`src/rtl/kvts_pkg.sv`:
```
// Shared types and constants of the keyframe track sampler.
package kvts_pkg;

    localparam int MAX_KEYS = 64;
    localparam int IDX_W    = $clog2(MAX_KEYS);
    localparam int CNT_W    = $clog2(MAX_KEYS + 1);
    localparam int TIME_W   = 24;
    localparam int VAL_W    = 32;
    localparam int LANES    = 3;
    localparam int FRAC_W   = 16;
    localparam int F_W      = FRAC_W + 1;

    localparam logic OP_WRITE  = 1'b0;
    localparam logic OP_SAMPLE = 1'b1;

    typedef enum logic [1:0] {
        ST_INTERP = 2'd0,
        ST_HOLD   = 2'd1,
        ST_EMPTY  = 2'd2,
        ST_EQUAL  = 2'd3
    } status_t;

    typedef enum logic [2:0] {
        S_IDLE,
        S_SEARCH,
        S_PREP,
        S_DIVIDE,
        S_MUL1,
        S_MUL2,
        S_LOAD
    } state_t;

    typedef struct packed {
        logic ld_diff;
        logic ld_prod;
    } lane_ctl_t;

endpackage

```
`src/rtl/kvts_div.sv`:
```
// Restoring bit-serial divider that forms the Q0.16 interpolation factor.
module kvts_div
    import kvts_pkg::*;
(
    input  logic              clk,
    input  logic              rst_n,
    input  logic              start,
    input  logic [TIME_W-1:0] an,
    input  logic [TIME_W-1:0] ad,
    output logic              done,
    output logic [FRAC_W-1:0] quot
);

    logic [TIME_W-1:0] rem_reg;
    logic [TIME_W-1:0] ad_reg;
    logic [FRAC_W-1:0] q_reg;
    logic [4:0]        cnt_reg;
    logic              busy_reg;
    logic              done_reg;
    logic [TIME_W:0]   rem2;
    logic [TIME_W:0]   diff;
    logic              ge;

    assign rem2 = {rem_reg, 1'b0};
    assign ge   = rem2 >= {1'b0, ad_reg};
    assign diff = rem2 - {1'b0, ad_reg};

    always_ff @(posedge clk or negedge rst_n)
    begin
        if (!rst_n)
        begin
            busy_reg <= 1'b0;
            done_reg <= 1'b0;
            cnt_reg  <= '0;
        end
        else
        begin
            done_reg <= 1'b0;
            if (start)
            begin
                busy_reg <= 1'b1;
                cnt_reg  <= 5'(FRAC_W);
            end
            else if (busy_reg)
            begin
                cnt_reg <= cnt_reg - 5'd1;
                if (cnt_reg == 5'd1)
                begin
                    busy_reg <= 1'b0;
                    done_reg <= 1'b1;
                end
            end
        end
    end

    // The numerator is below the divisor, so every partial remainder fits.
    always_ff @(posedge clk)
    begin
        if (start)
        begin
            rem_reg <= an;
            ad_reg  <= ad;
            q_reg   <= '0;
        end
        else if (busy_reg)
        begin
            rem_reg <= ge ? diff[TIME_W-1:0] : rem2[TIME_W-1:0];
            q_reg   <= {q_reg[FRAC_W-2:0], ge};
        end
    end

    assign done = done_reg;
    assign quot = q_reg;

endmodule

```
`config.mk`:
```
export PLATFORM = sky130hd
export DESIGN_NAME = kvts_div
export DESIGN_NICKNAME = d
export VERILOG_FILES = /design/src/rtl/kvts_pkg.sv /design/src/rtl/kvts_div.sv
export SDC_FILE = /design/constraint.sdc
export NUM_CORES = 1
export LEC_CHECK = 0
export BUFFER_PORTS_ARGS = -buffer_cell sky130_fd_sc_hd__buf_2
export CORE_ASPECT_RATIO = 1.5
export CORE_MARGIN = 2
export CORE_UTILIZATION = 57
export DETAILED_ROUTE_END_ITERATION = 16
export PLACE_DENSITY = 0.77
export SLEW_MARGIN = 20
export SYNTH_ARGS = -nofsm -noshare
export SYNTH_HDL_FRONTEND = slang
export SYNTH_SLANG_ARGS = --single-unit
```
`constraint.sdc`:
```
create_clock -name clk -period 3.7 [get_ports clk]
set_input_delay 0.555 -clock clk [delete_from_list [all_inputs] [get_ports clk]]
set_output_delay 0.555 -clock clk [all_outputs]
set_load 0.01 [all_outputs]
```
# [Yosys cells after proc, flatten, opt, wreduce, memory -nomap -nowiden]
# Cells that the tools add are included.
# Widths: inputs -> output; s select.
[op_classes] addsub=2 n_mux=11 magnitude_cmp=1 reduce_logical=1 eq_ne=1
[op_table] op="$mux 24" count=3
[op_table] op="$ge 25x24->1" count=1
[op_table] op="$sub 24x24->24" count=1
[op_table] op="$mux 5" count=2
[op_table] op="$mux 1" count=6
[op_table] op="$eq 5x1->1 const B" count=1
[op_table] op="$sub 5x1->5 const B" count=1
[op_table] op="$reduce_bool 2->1" count=1
[word_totals] register_bits=71 out_inout_bits=17 in_bits=51 word_cells=22

# [Logic depth before layout (Yosys ltp)]
[depth] depth_word=4 depth_mapped=12 depth_no_buf=10

# [Least setup slack after synthesis]
# No wires, ideal clock.
[synth_path] path_type="register to register" start="register rem_reg[15]" end="register rem_reg[10] (data pin)" path_slack_ps=936 path_stages_with_launch=11 arrival_ps=2504 cell_sequence="edfxtp_1 ha_1 and3_1 nand2_1 nor4_1 a32oi_2 nand3_2 a41o_4 buf_6 mux2_4 mux2_2"
[synth_between] elab_chain_len=4
[synth_lines] item="start, declared" line_no="kvts_div.sv:14" text="logic [TIME_W-1:0] rem_reg;"
[synth_lines] item="start signal, assigned" line_no="kvts_div.sv:61" text="rem_reg <= an;"
[synth_lines] item="start signal, assigned" line_no="kvts_div.sv:67" text="rem_reg <= ge ? diff[TIME_W-1:0] : rem2[TIME_W-1:0];"
[synth_lines] item="$ge 25x24->1" line_no="kvts_div.sv:25" text="assign ge = rem2 >= {1'b0, ad_reg};"
[synth_lines] item="$mux 24" line_no="kvts_div.sv:67"
[synth_lines] item="$mux 24" line_no="kvts_div.sv:65" text="else if (busy_reg)"
[synth_lines] item="$mux 24" line_no="kvts_div.sv:59" text="if (start)"
# Every way passes these cells. The select of a mux whose other input is x is not followed.
# A chain may end at the register's enable or synchronous reset.

# [Final worst setup path]
[layout_path] start="register rem_reg[14]" end="register rem_reg[3] (data pin)"
# The elaborated chain is that of the path after synthesis.

==> results.toml <==
[logic_synthesis]
ys_types = 60
yosysTopAreaCell = "edfxtp_1"
synthTopCellsByArea = "edfxtp_1, ha_1, dfxtp_1"
synth_cells = 380
synthFlopType = "edfxtp_1"
async_flop_share_pct = 9.86
ys_seq_area_share_pct = 45.8
synth_top_area_share_pct = 34.1
synth-edff-count = 48
ys.warnings.count = 0
syn_nets = 458
post_synth.cell_area_avg_um2 = 11.1
synth_seq_cells = 71
syn_area_mm2 = 0.00423

[critical_path]
critPathCaptureType = "flop"
critPathSlowestCell = "a41o_4"
critical-path-top-delay-family = "simple AND/OR/NAND/NOR gates"
worstSetupPathType = "flop to flop"
path_cells = "ha_1 -> and3_1 -> nand2_1 -> nor4_1 -> a32oi_2 -> nand3_2 -> a41o_4 -> mux2_1 -> mux2_2"
rr_startpoint = "rem_reg[14]$_DFFE_PP_"
crit_required_ps = 3800
crit_start = "rem_reg[14]$_DFFE_PP_"
path_buf_inv = 0
cp_max_fo = 23
start_kind = "flop"
cp.depth = 9
max_stage_delay_ps = 470
critPathArrivalTime_ps = 3220
cp-endpoint = "rem_reg[3]$_DFFE_PP_"
r2r_cells = 9
rrSetupSlack_ps = 590
rr_endpoint = "rem_reg[3]$_DFFE_PP_"

[finish]
utilization_pct = 67.5
finish.net_count = 527
diodes = 0
fin_cells = 554
syn_to_final_growth_pct = 15.5
drive_gt1_share_pct = 26.4

[cts]
cts_hold_buf = 1
numCtsBuffers = 9
h-tree-depth = 3
post_cts_buffers = 0
root_buffer = "clkbuf_8"
clock_path_buffers = 2
postCtsResizedCells = 0
clk_pin_slew_ps = 80
clock-sinks = 71
clkLatencyLatePin_ps = 360
tritoncts = "built"

[pwr]
p_leak_uw = 0.00230
p_per_area_mw_per_mm2 = 791
irDropWorstVdd_mv = 0.498

[place]
dp_hpwl_mm = 5.89
place_congestion = 0.869
port_buffers = 67
placedCellCount = 537
pre_cts_slack_ps = 609

[timing]
tns_ps = 0
fin_ws_ps = 589
max_freq_ghz = 0.321
setup_violations = 0
fin_crit_ps = 3110
period_share_pct = 84.1
skew_ps = 9.26
finalMaxSlewViolations = 0
worstMarginPinSlew_ps = 657
final_hold_viol_count = 0
holdWs_ps = 367
rsz0062_at_grt = "false"
maxSlewHeadroom_pct = 56.2

[global_route]
grt_pass1_wl_mm = 13.3
grt-ovfl-total = 0
grt_max_degree = 55
grt_pass1_vias = 3047
antenna_found_initial = 0
grt_usage_pct = 21.7

[floorplanning]
start_util_pct = 58.5
ios = 68
dieArea_mm2 = 0.00813
coreArea_mm2 = 0.00723
chipHeight_um = 109
die_w_um = 74.3
rows = 38

[route]
wl_mm = 8.09
postRouteAntennaNets = 0
drtIter0Drc = 142
routed.top_layer = "met4"
drc_errors = 0
firstDrtPassIters = 4
wl_met3_um = 438
wire_per_inst_um = 14.6
avgViaCountPerCell = 5.44
dr_total_vias = 3015
wl_met2_mm = 4.12
wirelength_met1_mm = 3.39

[flow_run]
maxCapViolations = 0

[status]
outcome = "completed"

[hold_path]
hold_path_class = "input pin to flop"
## cells by family after synthesis
kind of cell / Yosys count / share of synthesized area [%]
flops: 71 / 45.8
mux: 45 / 12.2
fa+ha+maj: 27 / 8.17
buf+inv: 44 / 4.29
xor+xnor: 22 / 4.56
simple gates: 102 / 12.6
compound gates: 69 / 12.4
## stage by stage
stage / power [uW] / instance area, um2
3_3_place_gp: 3150 / 4660
2_1_floorplan: 2850 / 4230
6_report: 3860 / 4880
5_1_grt: 4130 / 4880
3_5_place_dp: 3210 / 4660
4_1_cts: 3890 / 4880
## placed cells by master (no fill, tap or decap), types with 4 or more instances in the layout
cell type and count:
nor3_1 6, dfxtp_1 16, mux2_4 9, nand2_1 20
nor2_1 29, nand2b_1 7, buf_2 67, inv_1 31
ha_1 26, a21o_1 11, nor4_1 5, nor2b_1 8
o21ai_0 9, nand3_1 6, xnor2_1 15, mux2i_1 20
dfrtp_1 7, clkbuf_8 10, a21oi_1 12, nand4_1 4
edfxtp_1 48, mux2_2 13, a211oi_1 4, xor2_1 7
## worst min path at each step
stage | end | cells past startpoint | startpoint
floorplan | busy_reg$_DFF_PN0_ | 0 | rst_n
global placement | done$_DFF_PN0_ | 1 | rst_n
detailed placement | cnt_reg[0]$_DFFE_PN0P_ | 1 | rst_n
CTS | ad_reg[19]$_DFFE_PP_ | 1 | ad[19]
global route | ad_reg[20]$_DFFE_PP_ | 1 | ad[20]
finish | ad_reg[14]$_DFFE_PP_ | 1 | ad[14]
## synth_stat cells (4+ instances only)
cell type	n
o21ai_0	9
a21oi_1	12
nor4_1	5
a21o_1	11
nor2b_1	8
ha_1	26
nand2b_1	7
dfxtp_1	16
mux2_4	9
mux2_2	13
xor2_1	7
dfrtp_1	7
clkbuf_1	7
mux2i_1	20
inv_1	31
a211oi_1	4
nand2_1	20
nor2_1	29
xnor2_1	15
edfxtp_1	48
nand4_1	4
nand3_1	6
nor3_1	6
## final cells by class
class	count	area [um2]
clock inverter	5	51.3
fill	620	2350
clock buffer	11	163
tap	100	125
timing repair buffer	71	380
multi-input combinational	265	2110
inverter	31	116
sequential	71	1940
## metal layers
metal	GRT usage [%]	vias to the layer above
met1	24.8	1416
met2	38.1	71
met5	0	-
met3	6.14	12
li1	-	1516
met4	8.04	0
## report_power, final
part	leakage (uW)	total [uW]	internal, uW	switching (uW)
Clock	0.000113	658	368	290
Sequential	0.000702	1210	1100	111
Combinational	0.00148	1990	1000	992
Total	0.00230	3860	2470	1390
No activity file was read; power rests on OpenSTA's default activity.
