**config.mk**
```make
export PLATFORM = sky130hd
export DESIGN_NAME = kvts_lane
export DESIGN_NICKNAME = d
export VERILOG_FILES = /design/src/rtl/kvts_pkg.sv /design/src/rtl/kvts_lane.sv
export SDC_FILE = /design/constraint.sdc
export NUM_CORES = 2
export LEC_CHECK = 0
export BUFFER_PORTS_ARGS = -buffer_cell sky130_fd_sc_hd__buf_4
export CORE_ASPECT_RATIO = 0.6
export CORE_MARGIN = 1.5
export CORE_UTILIZATION = 30
export CTS_BUF_LIST = sky130_fd_sc_hd__clkbuf_4 sky130_fd_sc_hd__clkbuf_8
export DETAILED_ROUTE_END_ITERATION = 7
export GPL_TIMING_DRIVEN = 1
export PLACE_DENSITY_LB_ADDON = 0.2
export SYNTH_ARGS = -nofsm -noshare
export SYNTH_HDL_FRONTEND = slang
export SYNTH_SLANG_ARGS = --single-unit
```
**constraint.sdc**
```tcl
create_clock -name clk -period 6.1 [get_ports clk]
set_clock_uncertainty 0.2 [all_clocks]
set_input_delay 0 -clock clk [delete_from_list [all_inputs] [get_ports clk]]
set_output_delay 0 -clock clk [all_outputs]
set_load 0.1 [all_outputs]
```
**src/rtl/kvts_pkg.sv**
```systemverilog
// Shared types and constants of the keyframe track sampler.
package kvts_pkg;

    localparam int MAX_KEYS = 64;
    localparam int IDX_W    = $clog2(MAX_KEYS);
    localparam int CNT_W    = $clog2(MAX_KEYS + 1);
    localparam int TIME_W   = 24;
    localparam int VAL_W    = 32;
    localparam int LANES    = 3;
    localparam int FRAC_W   = 16;
    localparam int F_W      = FRAC_W + 1;

    localparam logic OP_WRITE  = 1'b0;
    localparam logic OP_SAMPLE = 1'b1;

    typedef enum logic [1:0] {
        ST_INTERP = 2'd0,
        ST_HOLD   = 2'd1,
        ST_EMPTY  = 2'd2,
        ST_EQUAL  = 2'd3
    } status_t;

    typedef enum logic [2:0] {
        S_IDLE,
        S_SEARCH,
        S_PREP,
        S_DIVIDE,
        S_MUL1,
        S_MUL2,
        S_LOAD
    } state_t;

    typedef struct packed {
        logic ld_diff;
        logic ld_prod;
    } lane_ctl_t;

endpackage

```
**src/rtl/kvts_lane.sv**
```systemverilog
// One component lane: difference, scaled product, and floor-shifted sum.
module kvts_lane
    import kvts_pkg::*;
(
    input  logic             clk,
    input  lane_ctl_t        ctl,
    input  logic [VAL_W-1:0] a,
    input  logic [VAL_W-1:0] b,
    input  logic [F_W-1:0]   f,
    output logic [VAL_W-1:0] res
);

    logic signed [VAL_W:0]       d_reg;
    logic [VAL_W-1:0]            a_reg;
    logic [VAL_W-1:0]            a2_reg;
    logic signed [VAL_W+F_W:0]   p_reg;
    logic [F_W-1:0]              f_reg;
    logic signed [VAL_W+F_W+1:0] prod;

    assign prod = d_reg * $signed({1'b0, f_reg});

    always_ff @(posedge clk)
    begin
        if (ctl.ld_diff)
        begin
            d_reg <= $signed({b[VAL_W-1], b}) - $signed({a[VAL_W-1], a});
            a_reg <= a;
            f_reg <= f;
        end
        if (ctl.ld_prod)
        begin
            p_reg  <= prod[VAL_W+F_W:0];
            a2_reg <= a_reg;
        end
    end

    // Arithmetic shift of the product by 16 is a floor toward minus infinity.
    assign res = a2_reg + p_reg[VAL_W+FRAC_W-1:FRAC_W];

endmodule

```
==> Yosys cells after proc, flatten, opt, wreduce, memory -nomap -nowiden <==
Index checks and enable logic that the tools add are counted.
{ "word_totals": {"regBits": 162, "wordCells": 8, "out_inout_bits": 32} }
{ "op_classes": {"n_mul": 1, "add_sub_neg": 2} }
{ "ops": {"columns": ["op", "count"], "rows": [
  ["multiplier 33 x 18 -> 48 bit", 1],
  ["subtractor 32 x 32 -> 33 bit", 1],
  ["adder 32 bit", 1]
]} }

==> Depth between registers and ports, before layout <==
{ "depth": {"ltp_word": 1, "depth_mapped": 25} }

==> Least setup slack after synthesis <==
Ideal clock, no wire load.
{ "synth_path": {"path_kind": "flip-flop to flip-flop", "from": "register d_reg[16]", "to": "register p_reg[31], data pin", "stages_incl_launch_ff": 23, "synth_period_minus_slack_ns": 6.551, "arrival_ns": 6.093, "path_slack_ns": -0.451, "t_required_ns": 5.642, "cell_sequence": "edfxtp_1 -> clkbuf_1 -> and2_1 -> fa_1 -> inv_1 -> fa_1 -> inv_1 -> fa_1 -> inv_1 -> fa_1 -> fa_1 -> fa_1 -> inv_1 -> ha_1 -> and3_1 -> a221o_1 -> a21o_1 -> a41o_1 -> a221oi_2 -> o21bai_1 -> a41o_1 -> a21oi_1 -> xnor2_1"} }
{ "synth_via": {"elab_chain_cells": 1} }
{ "synth_lines": {"columns": ["item", "line", "text"], "rows": [
  ["start, declared", "kvts_lane.sv:13", "logic signed [VAL_W:0] d_reg;"],
  ["start signal, assigned", "kvts_lane.sv:26", "d_reg <= $signed({b[VAL_W-1], b}) - $signed({a[VAL_W-1], a});"],
  ["multiplier 33 x 18 -> 48 bit", "kvts_lane.sv:20", "assign prod = d_reg * $signed({1'b0, f_reg});"],
  ["net prod[31]", "kvts_lane.sv:18", "logic signed [VAL_W+F_W+1:0] prod;"],
  ["end signal, assigned", "kvts_lane.sv:32", "p_reg <= prod[VAL_W+F_W:0];"],
  ["end, declared", "kvts_lane.sv:16", "logic signed [VAL_W+F_W:0] p_reg;"]
]} }
The timed path passes the listed nets, and every way through them passes these cells.
A chain may end at the register's enable or synchronous reset.

==> Final worst setup path <==
{ "layout_path": {"from": "register d_reg[8]", "to": "register p_reg[42], data pin"} }
The elaborated chain is that of the path after synthesis.

==> insert_results.sql <==
INSERT INTO impl_metrics (metric_group, metric, value, unit) VALUES
('timing', 'maxSlewHeadroom', '0.373', ''),
('worst_setup_path', 'critical-path-top-cell-by-count', 'sky130_fd_sc_hd__fa_1', ''),
('worst_setup_path', 'cp_data_arrival_time', '6.89', 'ns'),
('detailed_routing', 'wire_per_inst', '17.9', 'microns'),
('worst_setup_path', 'crit_slowest_cell', 'sky130_fd_sc_hd__fa_2', ''),
('grt', 'grt_max_degree', '65', ''),
('worst_setup_path', 'cp-end-kind', 'register', ''),
('worst_setup_path', 'critPathRequiredTime', '6.21', 'ns'),
('timing', 'drv_slew', '0', ''),
('run', 'number_of_violations_of_the_max_capacitance_limit', '0', ''),
('worst_setup_path', 'slowest_delay', '0.57', 'ns'),
('floorplanning', 'floorplan.rows', '83', ''),
('detailed_routing', 'drt_pre_antenna_iters', '5', ''),
('timing', 'tightestPinTransition', '0.940', 'ns'),
('worst_hold_path', 'hold_start', 'b[4]', ''),
('worst_setup_path', 'crit_buf_inv', '7', ''),
('floorplanning', 'floorplan.die_area', '0.0882', 'sq mm'),
('finish', 'final_nets', '3883', ''),
('timing', 'max_freq', '148', 'MHz'),
('logic_synthesis', 'synthesis.nets', '3426', ''),
('grt', 'grt_pass1_wl', '122000', 'microns'),
('logic_synthesis', 'synth-warning-count', '0', ''),
('worst_setup_path', 'worstPathMaxFanout', '7', ''),
('worst_setup_path', 'worst_setup_path_start_kind', 'register', ''),
('clock_network', 'numClockSinks', '146', ''),
('logic_synthesis', 'syn-instance-count', '2653', ''),
('detailed_routing', 'viasPerCell', '4.51', ''),
('logic_synthesis', 'synth_flop_cell', 'sky130_fd_sc_hd__edfxtp_1', ''),
('worst_hold_path', 'min-delay-path-class', 'in -> reg', ''),
('grt', 'grt_overflow_total', '0', ''),
('clock_network', 'clockRootBuffer', 'sky130_fd_sc_hd__clkbuf_8', ''),
('worst_setup_path', 'timing.setup.critical_path_class', 'reg -> reg', ''),
('timing', 'finalWorstPathRequiredPeriod', '6.78', 'ns'),
('floorplanning', 'placeableCoreArea', '0.0855', 'sq mm'),
('clock_network', 'tritoncts_clock_tree', 'done', ''),
('finish', 'largest_reg_flops', '33', ''),
('status', 'result_of_the_run', 'complete, but fails checks', ''),
('floorplanning', 'die_width', '382', 'microns'),
('timing', 'final_min_period_over_clock_period', '1.11', ''),
('place', 'place_congestion', '0.893', ''),
('detailed_routing', 'detailed_router_s_first_iteration_violation_count', '1152', ''),
('detailed_routing', 'detail-route-antenna-nets', '0', ''),
('logic_synthesis', 'mappedNetlistArea', '0.0259', 'sq mm'),
('grt', 'groute.usage.overall', '0.181', ''),
('timing', 'final_ws_setup', '-0.678', 'ns'),
('clock_network', 'h_tree_levels', '4', ''),
('finish', 'drive_above_1_share', '0.175', ''),
('floorplanning', 'design.portCount', '116', ''),
('floorplanning', 'fp.dieH', '231', 'microns'),
('logic_synthesis', 'synth_enable_flop_cells', '146', ''),
('timing', 'rsz0062_at_grt', 'true', ''),
('finish', 'mostFrequentLayoutCell', 'sky130_fd_sc_hd__inv_1', ''),
('detailed_routing', 'drt-total-wl', '76300', 'microns'),
('worst_setup_path', 'crit_family', 'adder cells', ''),
('finish', 'mostFrequentLayoutCells', 'sky130_fd_sc_hd__inv_1, sky130_fd_sc_hd__fa_1, sky130_fd_sc_hd__buf_4', ''),
('clock_network', 'clock_latency', '0.59', 'ns'),
('worst_setup_path', 'setup.worst_path.start', 'd_reg[8]', ''),
('status', 'failed_checks', 'negative setup slack', ''),
('clock_network', 'clock_path_buffers', '2', ''),
('finish', 'area_growth_syn_to_layout', '26.1', '%'),
('logic_synthesis', 'ys_ff_latch', '146', ''),
('clock_network', 'numCtsBuffers', '17', ''),
('logic_synthesis', 'synthArstFlopShare', '0', ''),
('timing', 'finalSetupViolCount', '24', ''),
('finish', 'n_antenna_cell', '0', ''),
('logic_synthesis', 'synth_sequential_area_ratio', '0.169', ''),
('worst_setup_path', 'r2r-start', 'd_reg[8]', ''),
('detailed_routing', 'drc', '0', ''),
('logic_synthesis', 'synth_cell_type_count', '65', ''),
('detailed_routing', 'detailroute.via_count', '19200', ''),
('clock_network', 'clkSlewWorstSetupHoldPaths', '0.11', 'ns'),
('timing', 'final.hold.worst_slack', '0.102', 'ns'),
('grt', 'initial_antenna_violation_count', '2', ''),
('timing', 'report.final.hold_viol_count', '0', ''),
('place', 'place.port_buffers', '115', ''),
('floorplanning', 'start_util', '0.303', ''),
('grt', 'grt_pass1_vias', '20500', ''),
('place', 'hpwlAfterDp', '64500', 'microns'),
('logic_synthesis', 'syn_avg_cell_area', '9.76', 'sq um');
cells by family after synthesis:
| logic type | synth area share |
|---|---|
| AOI/OAI and AO/OA | 0.0628 |
| xor gates and xnor gates | 0.0341 |
| adders and majority gates | 0.482 |
| buffers and inverters | 0.108 |
| DFF | 0.169 |
| and+or+nand+nor | 0.144 |
synth_stat cells (2+ instances only):
| master | n | area, sq um |
|---|---|---|
| sky130_fd_sc_hd__a2111oi_0 | 2 | 17.5 |
| sky130_fd_sc_hd__a211o_1 | 2 | 17.5 |
| sky130_fd_sc_hd__a211oi_1 | 6 | 45.0 |
| sky130_fd_sc_hd__a21boi_0 | 2 | 15.0 |
| sky130_fd_sc_hd__a21boi_1 | 2 | 15.0 |
| sky130_fd_sc_hd__a21o_1 | 42 | 315 |
| sky130_fd_sc_hd__a21oi_1 | 78 | 390 |
| sky130_fd_sc_hd__a221o_1 | 2 | 20.0 |
| sky130_fd_sc_hd__a221oi_2 | 3 | 45.0 |
| sky130_fd_sc_hd__a31oi_1 | 3 | 18.8 |
| sky130_fd_sc_hd__a41o_1 | 3 | 30.0 |
| sky130_fd_sc_hd__a41oi_1 | 3 | 26.3 |
| sky130_fd_sc_hd__and2_1 | 300 | 1880 |
| sky130_fd_sc_hd__and3_1 | 12 | 75.1 |
| sky130_fd_sc_hd__and4_1 | 6 | 52.6 |
| sky130_fd_sc_hd__clkbuf_1 | 85 | 319 |
| sky130_fd_sc_hd__edfxtp_1 | 146 | 4380 |
| sky130_fd_sc_hd__fa_1 | 516 | 10300 |
| sky130_fd_sc_hd__ha_1 | 173 | 2160 |
| sky130_fd_sc_hd__inv_1 | 660 | 2480 |
| sky130_fd_sc_hd__nand2_1 | 300 | 1130 |
| sky130_fd_sc_hd__nand2b_1 | 10 | 62.6 |
| sky130_fd_sc_hd__nand3_1 | 16 | 80.1 |
| sky130_fd_sc_hd__nand4_1 | 2 | 12.5 |
| sky130_fd_sc_hd__nor2_1 | 42 | 158 |
| sky130_fd_sc_hd__nor2b_1 | 10 | 62.6 |
| sky130_fd_sc_hd__nor3_1 | 14 | 70.1 |
| sky130_fd_sc_hd__o2111ai_1 | 2 | 17.5 |
| sky130_fd_sc_hd__o211a_1 | 2 | 20.0 |
| sky130_fd_sc_hd__o211ai_1 | 5 | 37.5 |
| sky130_fd_sc_hd__o21a_1 | 15 | 113 |
| sky130_fd_sc_hd__o21ai_0 | 33 | 165 |
| sky130_fd_sc_hd__o21ai_1 | 3 | 15.0 |
| sky130_fd_sc_hd__o21bai_1 | 5 | 37.5 |
| sky130_fd_sc_hd__o22ai_1 | 3 | 18.8 |
| sky130_fd_sc_hd__o31a_1 | 6 | 52.6 |
| sky130_fd_sc_hd__o31ai_1 | 4 | 30.0 |
| sky130_fd_sc_hd__o31ai_2 | 2 | 25.0 |
| sky130_fd_sc_hd__or2_2 | 5 | 31.3 |
| sky130_fd_sc_hd__or3_1 | 4 | 25.0 |
| sky130_fd_sc_hd__xnor2_1 | 71 | 622 |
| sky130_fd_sc_hd__xor2_1 | 30 | 263 |
area by class of cell:
| class | count | area, sq um |
|---|---|---|
| Timing Repair Buffer | 523 | 4620 |
| Clock buffer | 18 | 241 |
| Tap cell | 1147 | 1440 |
| Sequential cell | 146 | 4380 |
| Inverter | 660 | 2480 |
| Fill cell | 8393 | 52800 |
| Clock inverter | 14 | 151 |
| Multi-Input combinational cell | 1762 | 19300 |
worst paths after layout:
kind / endpoint / cells past startpoint / slack (ns)
max reg2reg: p_reg[42] / 25 / -0.68
max: p_reg[42] / 25 / -0.68
min reg2reg: a2_reg[29] / 0 / 0.22
min: d_reg[4] / 4 / 0.10
layer usage:
metal | global-route usage | up-vias | wire length, microns
li1 | - | 8907 | -
met3 | 0.0362 | 42 | 5660
met1 | 0.307 | 9764 | 41500
met5 | 0 | - | 0
met4 | 0.0332 | 0 | 840
met2 | 0.229 | 532 | 28300
repair_timing:
item                       CTS  global route
hold buffers               144             0
setup endpoints to repair   26            28
hold endpoints to repair   181             0
setup buffers               23             9
pin swaps                   44            53
resized for setup           59            77
worst reg2reg max path, stage by stage, from the launching register on:
cell	delay [ns]
sky130_fd_sc_hd__edfxtp_1	0.48
sky130_fd_sc_hd__buf_4	0.19
sky130_fd_sc_hd__buf_12	0.13
sky130_fd_sc_hd__and2_1	0.17
sky130_fd_sc_hd__fa_2	0.57
sky130_fd_sc_hd__fa_1	0.45
sky130_fd_sc_hd__fa_1	0.57
sky130_fd_sc_hd__fa_2	0.52
sky130_fd_sc_hd__fa_1	0.52
sky130_fd_sc_hd__inv_1	0.05
sky130_fd_sc_hd__fa_1	0.48
sky130_fd_sc_hd__inv_1	0.07
sky130_fd_sc_hd__ha_4	0.16
sky130_fd_sc_hd__a21o_1	0.18
sky130_fd_sc_hd__a21oi_2	0.16
sky130_fd_sc_hd__o2111ai_2	0.13
sky130_fd_sc_hd__o211ai_1	0.19
sky130_fd_sc_hd__buf_4	0.17
sky130_fd_sc_hd__o221ai_4	0.13
sky130_fd_sc_hd__buf_6	0.15
sky130_fd_sc_hd__nor3_4	0.24
sky130_fd_sc_hd__buf_4	0.17
sky130_fd_sc_hd__o21ai_4	0.05
sky130_fd_sc_hd__a21oi_2	0.15
sky130_fd_sc_hd__o21ai_1	0.09
sky130_fd_sc_hd__xor2_1	0.14
stage by stage:
step	util	area [sq um]	setup WS, ns	setup TNS, ns	instances
detailed placement	0.352	30100	-1.11	-16.14	4065
floorplan	-	26100	-0.171	-0.609	2653
global placement	0.352	30100	-1.06	-15.64	4065
CTS	0.378	32300	-0.635	-10.67	4263
global route	0.382	32700	-0.854	-16.03	4270
finish	0.382	32700	-0.678	-11.04	4270
Power is not shown: default switching activity piles up to over one toggle a cycle in this logic, so the estimate is an artifact.
